`config.mk`:
```
export PLATFORM = sky130hd
export DESIGN_NAME = periodic_timer_table
export DESIGN_NICKNAME = d
export VERILOG_FILES = /design/src/design/ptt_pkg.sv /design/src/design/ptt_ctrl.sv /design/src/design/ptt_dp.sv /design/src/design/periodic_timer_table.sv
export SDC_FILE = /design/constraint.sdc
export NUM_CORES = 2
export LEC_CHECK = 0
export BUFFER_PORTS_ARGS = -buffer_cell sky130_fd_sc_hd__buf_2
export CAP_MARGIN = 10
export CORE_ASPECT_RATIO = 1.4
export CORE_MARGIN = 2
export CORE_UTILIZATION = 47
export DETAILED_ROUTE_END_ITERATION = 8
export PLACE_DENSITY = 0.62
export SYNTH_ARGS = -nofsm -noshare
export SYNTH_HDL_FRONTEND = slang
export SYNTH_SLANG_ARGS = --single-unit
export TNS_END_PERCENT = 20
```
`constraint.sdc`:
```
create_clock -name clk -period 9.3 [get_ports clk]
set_input_delay 1.86 -clock clk [delete_from_list [all_inputs] [get_ports clk]]
set_output_delay 1.86 -clock clk [all_outputs]
set_load 0.005 [all_outputs]
```
`src/design/ptt_pkg.sv`:
```
package ptt_pkg;

	localparam int NUM_SLOTS_DEF = 16;

	// field widths
	localparam int TIME_W = 32;
	localparam int MASK_W = 16;
	localparam int IDX_OUT_W = 4;

	// stream widths, data padded to whole bytes
	localparam int IN_DATA_W = 104;
	localparam int IN_USER_W = 1;
	localparam int OUT_DATA_W = 72;

	// action codes
	localparam logic ACT_REGISTER = 1'b0;
	localparam logic ACT_SERVICE = 1'b1;

	// controller to datapath
	typedef struct packed {
		logic load;   // capture input item
		logic claim;  // register a slot, clear walk accumulators
		logic step;   // process slot at walk index
		logic emit;   // load result into output register
	} cmd_t;

	// datapath to controller
	typedef struct packed {
		logic out_free;  // output register can take a result
	} sts_t;

endpackage

```
`src/design/ptt_ctrl.sv`:
```
module ptt_ctrl import ptt_pkg::*; #(
	parameter int NUM_SLOTS = NUM_SLOTS_DEF,
	localparam int IDX_W = (NUM_SLOTS > 1) ? $clog2(NUM_SLOTS) : 1
) (
	input  logic             clk,
	input  logic             arst_n,
	input  logic             s_tvalid,
	output logic             s_tready,
	input  sts_t             sts,
	output cmd_t             cmd,
	output logic [IDX_W-1:0] idx
);

	localparam logic [1:0] ST_IDLE  = 2'd0;
	localparam logic [1:0] ST_CLAIM = 2'd1;
	localparam logic [1:0] ST_WALK  = 2'd2;
	localparam logic [1:0] ST_FIN   = 2'd3;

	localparam logic [IDX_W-1:0] LAST_IDX = IDX_W'(NUM_SLOTS - 1);

	logic [1:0]       state_q;
	logic [IDX_W-1:0] idx_q;

	assign s_tready = (state_q == ST_IDLE);
	assign idx = idx_q;

	always_comb begin
		cmd = '0;
		cmd.load = s_tvalid & s_tready;
		cmd.claim = (state_q == ST_CLAIM);
		cmd.step = (state_q == ST_WALK);
		cmd.emit = (state_q == ST_FIN) & sts.out_free;
	end

	always_ff @(posedge clk or negedge arst_n) begin
		if (!arst_n) begin
			state_q <= ST_IDLE;
			idx_q <= '0;
		end else begin
			case (state_q)
				ST_IDLE: begin
					if (s_tvalid) state_q <= ST_CLAIM;
				end
				ST_CLAIM: begin
					idx_q <= '0;
					state_q <= ST_WALK;
				end
				ST_WALK: begin
					if (idx_q == LAST_IDX) begin
						state_q <= ST_FIN;
					end else begin
						idx_q <= idx_q + 1'b1;
					end
				end
				ST_FIN: begin
					if (sts.out_free) state_q <= ST_IDLE;
				end
				default: begin
					state_q <= ST_IDLE;
				end
			endcase
		end
	end

endmodule

```
`src/design/ptt_dp.sv`:
```
module ptt_dp import ptt_pkg::*; #(
	parameter int NUM_SLOTS = NUM_SLOTS_DEF,
	localparam int IDX_W = (NUM_SLOTS > 1) ? $clog2(NUM_SLOTS) : 1
) (
	input  logic                  clk,
	input  logic                  arst_n,
	input  logic [IN_DATA_W-1:0]  s_tdata,
	input  logic [IN_USER_W-1:0]  s_tuser,
	input  cmd_t                  cmd,
	input  logic [IDX_W-1:0]      idx,
	output sts_t                  sts,
	output logic                  m_tvalid,
	input  logic                  m_tready,
	output logic [OUT_DATA_W-1:0] m_tdata
);

	// captured item
	logic              act_q;
	logic [TIME_W-1:0] now_q;
	logic [TIME_W-1:0] rep_q;
	logic              walarm_q;
	logic [MASK_W-1:0] amask_q;
	logic [MASK_W-1:0] kmask_q;

	// slot table
	logic [NUM_SLOTS-1:0] active_q;
	logic [NUM_SLOTS-1:0] alarm_en_q;
	logic [TIME_W-1:0]    period_q   [NUM_SLOTS];
	logic [TIME_W-1:0]    deadline_q [NUM_SLOTS];

	// result accumulators
	logic                 accepted_q;
	logic [IDX_OUT_W-1:0] index_q;
	logic [MASK_W-1:0]    fired_q;
	logic [MASK_W-1:0]    removed_q;
	logic                 any_q;
	logic [TIME_W-1:0]    best_q;

	logic                  out_valid_q;
	logic [OUT_DATA_W-1:0] out_data_q;

	// lowest free slot
	logic             free_found;
	logic [IDX_W-1:0] free_idx;
	logic [5:0]       free_ext;
	logic             claim_ok;

	// walk step
	logic [5:0]        idx_ext;
	logic              in_mask;
	logic              abit;
	logic              kbit;
	logic              cur_act;
	logic [TIME_W-1:0] cur_per;
	logic [TIME_W-1:0] diff;
	logic              fire;
	logic              stays;
	logic [TIME_W-1:0] rearm;

	always_comb begin
		free_found = 1'b0;
		free_idx = '0;
		for (int i = NUM_SLOTS - 1; i >= 0; i--) begin
			if (!active_q[i]) begin
				free_found = 1'b1;
				free_idx = IDX_W'(i);
			end
		end
	end

	assign free_ext = 6'(free_idx);
	assign claim_ok = (act_q == ACT_REGISTER) && (rep_q != '0) && free_found;

	assign idx_ext = 6'(idx);
	assign in_mask = (idx_ext < 6'd16);
	assign abit = in_mask & amask_q[idx_ext[3:0]];
	assign kbit = in_mask & kmask_q[idx_ext[3:0]];
	assign cur_act = active_q[idx];
	assign cur_per = period_q[idx];
	assign diff = now_q - deadline_q[idx];
	// signed wrap-safe compare: deadline reached when now - deadline >= 0
	assign fire = (act_q == ACT_SERVICE) & cur_act & ((alarm_en_q[idx] & abit) | ~diff[TIME_W-1]);
	assign stays = cur_act & ~(fire & ~kbit);
	assign rearm = cur_per[TIME_W-1] ? now_q : (now_q + cur_per);

	always_ff @(posedge clk) begin
		if (cmd.load) begin
			act_q <= s_tuser[0];
			now_q <= s_tdata[31:0];
			rep_q <= s_tdata[63:32];
			walarm_q <= s_tdata[64];
			amask_q <= s_tdata[80:65];
			kmask_q <= s_tdata[96:81];
		end
		if (cmd.claim) begin
			if (claim_ok) begin
				alarm_en_q[free_idx] <= walarm_q;
				period_q[free_idx] <= rep_q;
				deadline_q[free_idx] <= now_q + rep_q;
			end
			accepted_q <= (act_q == ACT_SERVICE) | claim_ok;
			index_q <= claim_ok ? free_ext[3:0] : '0;
			fired_q <= '0;
			removed_q <= '0;
			any_q <= 1'b0;
			best_q <= '0;
		end
		if (cmd.step) begin
			if (fire) begin
				if (in_mask) fired_q[idx_ext[3:0]] <= 1'b1;
				if (!kbit) begin
					if (in_mask) removed_q[idx_ext[3:0]] <= 1'b1;
				end else begin
					deadline_q[idx] <= rearm;
				end
			end
			if (stays) begin
				any_q <= 1'b1;
				if ((best_q == '0) || (cur_per < best_q)) best_q <= cur_per;
			end
		end
		if (cmd.emit) begin
			out_data_q <= {2'b00, best_q, any_q, removed_q, fired_q, index_q, accepted_q};
		end
	end

	always_ff @(posedge clk or negedge arst_n) begin
		if (!arst_n) begin
			active_q <= '0;
		end else if (cmd.claim && claim_ok) begin
			active_q[free_idx] <= 1'b1;
		end else if (cmd.step && fire && !kbit) begin
			active_q[idx] <= 1'b0;
		end
	end

	always_ff @(posedge clk or negedge arst_n) begin
		if (!arst_n) begin
			out_valid_q <= 1'b0;
		end else if (cmd.emit) begin
			out_valid_q <= 1'b1;
		end else if (m_tready) begin
			out_valid_q <= 1'b0;
		end
	end

	assign sts.out_free = ~out_valid_q | m_tready;
	assign m_tvalid = out_valid_q;
	assign m_tdata = out_data_q;

endmodule

```
`src/design/periodic_timer_table.sv`:
```
// Periodic timer table: up to NUM_SLOTS periodic slots on a wrapping
// 32-bit microsecond clock.
// Input stream (s_*): one item per command. s_tuser selects the action:
// register a slot (claims lowest free slot, deadline = now + period) or
// service (fire by alarm or deadline, free or re-arm fired slots).
// Output stream (m_*): exactly one result item per input item, in order.
// After an input is accepted the sequencer runs a claim state, walks
// every slot once, reading its period and deadline, and then loads the
// result into the output register once that register is free. A new
// item is not accepted until the previous one has been handed off.
// s_tready is high only while the sequencer is idle.
// Receiver stall: the result sits in the output register; the next item
// is still accepted and walked, and only waits at the end of its walk
// until the output register is free.
// Reset: arst_n clears all slots to inactive and empties the output
// register; period, deadline and alarm flags are written on claim.
module periodic_timer_table import ptt_pkg::*; #(
	parameter int NUM_SLOTS = NUM_SLOTS_DEF
) (
	input  logic                  clk,
	input  logic                  arst_n,
	input  logic                  s_tvalid,
	output logic                  s_tready,
	// now_us[31:0], period_us[63:32], want_alarm[64], alarm_mask[80:65],
	// keep_mask[96:81], zero pad[103:97]
	input  logic [IN_DATA_W-1:0]  s_tdata,
	// action[0]
	input  logic [IN_USER_W-1:0]  s_tuser,
	output logic                  m_tvalid,
	input  logic                  m_tready,
	// accepted[0], slot_index[4:1], fired_mask[20:5], removed_mask[36:21],
	// any_active[37], min_period[69:38], zero pad[71:70]
	output logic [OUT_DATA_W-1:0] m_tdata
);

	localparam int IDX_W = (NUM_SLOTS > 1) ? $clog2(NUM_SLOTS) : 1;

	cmd_t             cmd;
	sts_t             sts;
	logic [IDX_W-1:0] idx;

	// sequencer: idle -> claim -> walk over slots -> hand off result
	ptt_ctrl #(.NUM_SLOTS(NUM_SLOTS)) u_ctrl (
		.clk      (clk),
		.arst_n   (arst_n),
		.s_tvalid (s_tvalid),
		.s_tready (s_tready),
		.sts      (sts),
		.cmd      (cmd),
		.idx      (idx)
	);

	// slot table, per-slot fire/re-arm logic, min-period scan, output reg
	ptt_dp #(.NUM_SLOTS(NUM_SLOTS)) u_dp (
		.clk      (clk),
		.arst_n   (arst_n),
		.s_tdata  (s_tdata),
		.s_tuser  (s_tuser),
		.cmd      (cmd),
		.idx      (idx),
		.sts      (sts),
		.m_tvalid (m_tvalid),
		.m_tready (m_tready),
		.m_tdata  (m_tdata)
	);

	// a result is never pushed over one still waiting
	a_emit_free: assert property (@(posedge clk) disable iff (!arst_n)
		cmd.emit |-> sts.out_free)
		else $error("result loaded while output register busy");

	// claim and walk come between accept and result: none follows directly
	a_no_fast_result: assert property (@(posedge clk) disable iff (!arst_n)
		(s_tvalid && s_tready) |=> !$rose(m_tvalid))
		else $error("result appeared before slot walk");

	// an empty table reports zero min period
	a_empty_min: assert property (@(posedge clk) disable iff (!arst_n)
		(m_tvalid && !m_tdata[37]) |-> (m_tdata[69:38] == '0))
		else $error("min period nonzero with no active slot");

	// only one command phase at a time
	a_cmd_onehot: assert property (@(posedge clk) disable iff (!arst_n)
		$onehot0({cmd.load, cmd.claim, cmd.step, cmd.emit}))
		else $error("overlapping sequencer commands");

endmodule
```
==> flow_summary.ini <==
[outcome]
status = finished, final reports clean

[critical_path]
required_ns = 9.62
rr_endpoint = u_dp.deadline_q[12][28]$_DFFE_PP_
cp_max_fo = 38
end_kind = flop
r2r_setup_slack_ns = 1.78
crit_path_start = u_ctrl.idx[0]$_DFFE_PN0P_
crit_arrival_ns = 7.84
r2r_start = u_ctrl.idx[0]$_DFFE_PN0P_
critical_path_class = flop to flop
cp_slowest_cell = a22oi_1
crit_chain = buf_4, buf_4, mux4_2, mux4_2, ha_1, nor2b_1, o2111ai_1, a21oi_1, o21ai_0, a21bo_2, o211ai_1, a31oi_1, o21ai_0, or3b_2, a22oi_1
worst_path_largest_cell_delay_ns = 0.93
ff2ff_path_depth = 15
start_kind = flop

[layout]
multiInputGateArea_um2 = 14610
layout_common_cells = edfxtp_1 (1213), mux4_2 (328), buf_2 (173)
nets = 3300
seq_area_um2 = 38320
syn_to_final_growth_pct = 13.78
final_core_util_pct = 53.84
num-fill-cells = 8583
final_common_cell = edfxtp_1
final_layout_size_suffix_gt1_share_pct = 27.45

[min_path]
hold_class = flop to flop
holdPathStages = 0
hp-start = u_dp.fired_q[7]$_DFF_P_
min_to = u_dp.m_tdata[12]$_DFFE_PP_

[global_routing]
grt_antenna_before_repair = 1
grt_pass1_wl_um = 193700
grt_max_degree = 112
overflow = 0
grt_pass1_vias = 29160
grt_usage_pct = 23.04

[timing]
fin_crit_sh_pct = 80.90
whs_ns = 0.4085
maxSlewViolCount = 0
hold_violations = 0
rsz0062_at_grt = no
finalCriticalPeriod_ns = 7.524
relSlewSlack_pct = 17.29
setup_viol = 0
final.setup.tns_ns = 0
fmax_ghz = 0.1329
fin_skew_ns = 0.05325
worst_pin_slew_ns = 1.241

[cts]
clock_sinks = 1301
htreeDepth = 3
post_cts.repair.setup_buffers = 0
cts-root-buf = clkbuf_16
cts_buffer_depth = 3
cts_made_buffers = 118
hold_buffers = 0
cts_resized = 0
cts_tree = built
clkLatencyLatePin_ns = 0.74
clkTransAtPathRegs_ns = 0.07

[place]
gp_congestion = 0.8619
io_buffers = 173
dp_hpwl_um = 81800

[synth]
syn-instance-count = 2796
synth_area_leader_cell = edfxtp_1
syn_avg_cell_area_um2 = 19.14
ys_ff_latch = 1301
yosysSeqAreaShare_pct = 71.58
yosys-mux-area-fraction_pct = 14.88
syn-cell-area_um2 = 53510
synth_top_family_by_area = multiplexers
synth_edf_count = 1213
synth_fa_ha_area_share_pct = 3.138
ys_types = 74
synthFlopType = edfxtp_1
synth_top_cell_area_share_pct = 68.07
synth_xor_area_share_pct = 0.8020
yosys.area_share.simple_pct = 3.449
synth_compound_area_share_pct = 4.564
yosysWarnings = 0
synth.area.top_cells = edfxtp_1 (68%), mux4_2 (14%), ha_1 (3.1%)
synthArstFlopShare_pct = 1.768

[floorplanning]
rows = 146
dieArea_um2 = 116600
start_util_pct = 47.32
die_x_um = 289.2
fp.dieH_um = 403.2
boundaryPins = 183
coreArea_um2 = 113100

[routing]
routed_wl_um = 132500
drt-initial-drc-count = 2669
wl_per_cell_um = 28.54
via_per_inst = 6.027
first_pass_iters = 5
vias = 27980
drc = 0
postRouteAntennaNets = 0

[power]
leakagePower_nw = 20.13
p_per_area_nw_per_um2 = 306.9
peakVddDrop_mv = 0.2123

[run]
maxCapViolCount = 0
-- layout make-up --
class	instances	area share, %
Sequential cell	1301	62.94
Antenna cell	1	0.004110
Tap cell	1480	3.042
Inverter	89	0.5487
Clock inverter	79	1.535
Timing Repair Buffer	259	2.663
Multi-Input combinational cell	1289	24.00
Clock buffer	145	5.271
-- layer usage --
metal | share of wire [%] | GRT usage (%) | vias up
met5 | 0 | 0 | -
met1 | 40 | 29.98 | 14820
li1 | - | - | 12000
met3 | 5.2 | 2.686 | 209
met4 | 2.8 | 7.461 | 0
met2 | 52 | 40.33 | 951
-- power by group --
group,switching [mW],internal [mW],leakage [nW],total [mW]
logic,3.22,2.35,6.31,5.57
registers,0.444,7.54,11.8,7.99
clock network,2.16,2.97,2.03,5.13
total,5.82,12.9,20.1,18.7
-- flip-flops by register name (all words and copies together), names as in the netlist, 2 cells and up --
| register | count |
|---|---|
| u_dp.deadline_q | 512 |
| u_dp.period_q | 512 |
| u_dp.m_tdata | 70 |
| u_dp.best_q | 32 |
| u_dp.now_q | 32 |
| u_dp.rep_q | 32 |
| u_dp.active_q | 16 |
| u_dp.alarm_en_q | 16 |
| u_dp.amask_q | 16 |
| u_dp.fired_q | 16 |
| u_dp.kmask_q | 16 |
| u_dp.removed_q | 16 |
| u_ctrl.idx | 4 |
| u_dp.index_q | 4 |
| u_ctrl.state_q | 2 |
-- per-stage QoR --
stage	std cells	cell area [µm²]	power (mW)	worst slack [ns]
after detailed placement	4412	56680	13.66	1.615
final	4643	60880	18.69	1.776
after global routing	4643	60880	19.54	1.223
after floorplan	2797	53510	11.81	1.531
after CTS	4636	60820	18.78	1.635
after global placement	4412	56680	13.46	1.585
-- synth_stat cells (8+ instances only) --
cell type	count
buf_2	24
nand4_1	33
mux4_2	328
o22a_1	16
mux2_4	28
nor4_1	18
nand2_1	70
o21a_1	14
a21boi_0	8
edfxtp_1	1213
a211oi_1	19
ha_1	131
a21oi_1	92
o211ai_1	12
xnor2_1	33
nand2b_1	22
dfxtp_1	65
buf_1	19
nor3_1	25
dfrtp_1	23
xor2_1	16
and2_1	17
nor2_1	111
inv_1	87
nand3_1	25
a21o_1	34
a31oi_1	16
mux2i_1	11
o2bb2ai_1	32
o21ai_0	67
clkbuf_1	68
nor2b_1	10
-- worst max-delay path by stage --
stage               depth (start not counted)                           endpoint  slack [ns]
finish                                     15  u_dp.deadline_q[12][28]$_DFFE_PP_        1.78
global placement                           18    u_dp.deadline_q[0][3]$_DFFE_PP_        1.59
detailed placement                         18    u_dp.deadline_q[0][3]$_DFFE_PP_        1.61
floorplan                                  21   u_dp.deadline_q[14][0]$_DFFE_PP_        1.53
global route                               15  u_dp.deadline_q[13][28]$_DFFE_PP_        1.22
CTS                                        15  u_dp.deadline_q[12][28]$_DFFE_PP_        1.64
-- worst max-delay path, delay by kind of cell, from the launching register on --
kind,cells,cell delay [ns]
buffers and inverters,2,1.33
AOI/OAI and AO/OA,8,2.63
adders and majority gates,1,0.37
muxes,2,1.17
and+or+nand+nor,2,0.70
DFF,1,0.81
-- cell families after synthesis --
family | count (synthesis)
AND/OR/NAND/NOR | 371
other | 1
AO/OA/AOI/OAI | 363
adder cells (fa/ha/maj) | 133
multiplexers | 371
XOR/XNOR | 49
buffers and inverters | 207
flip-flops | 1301
Note: power is estimated with default switching activity, not from simulation.
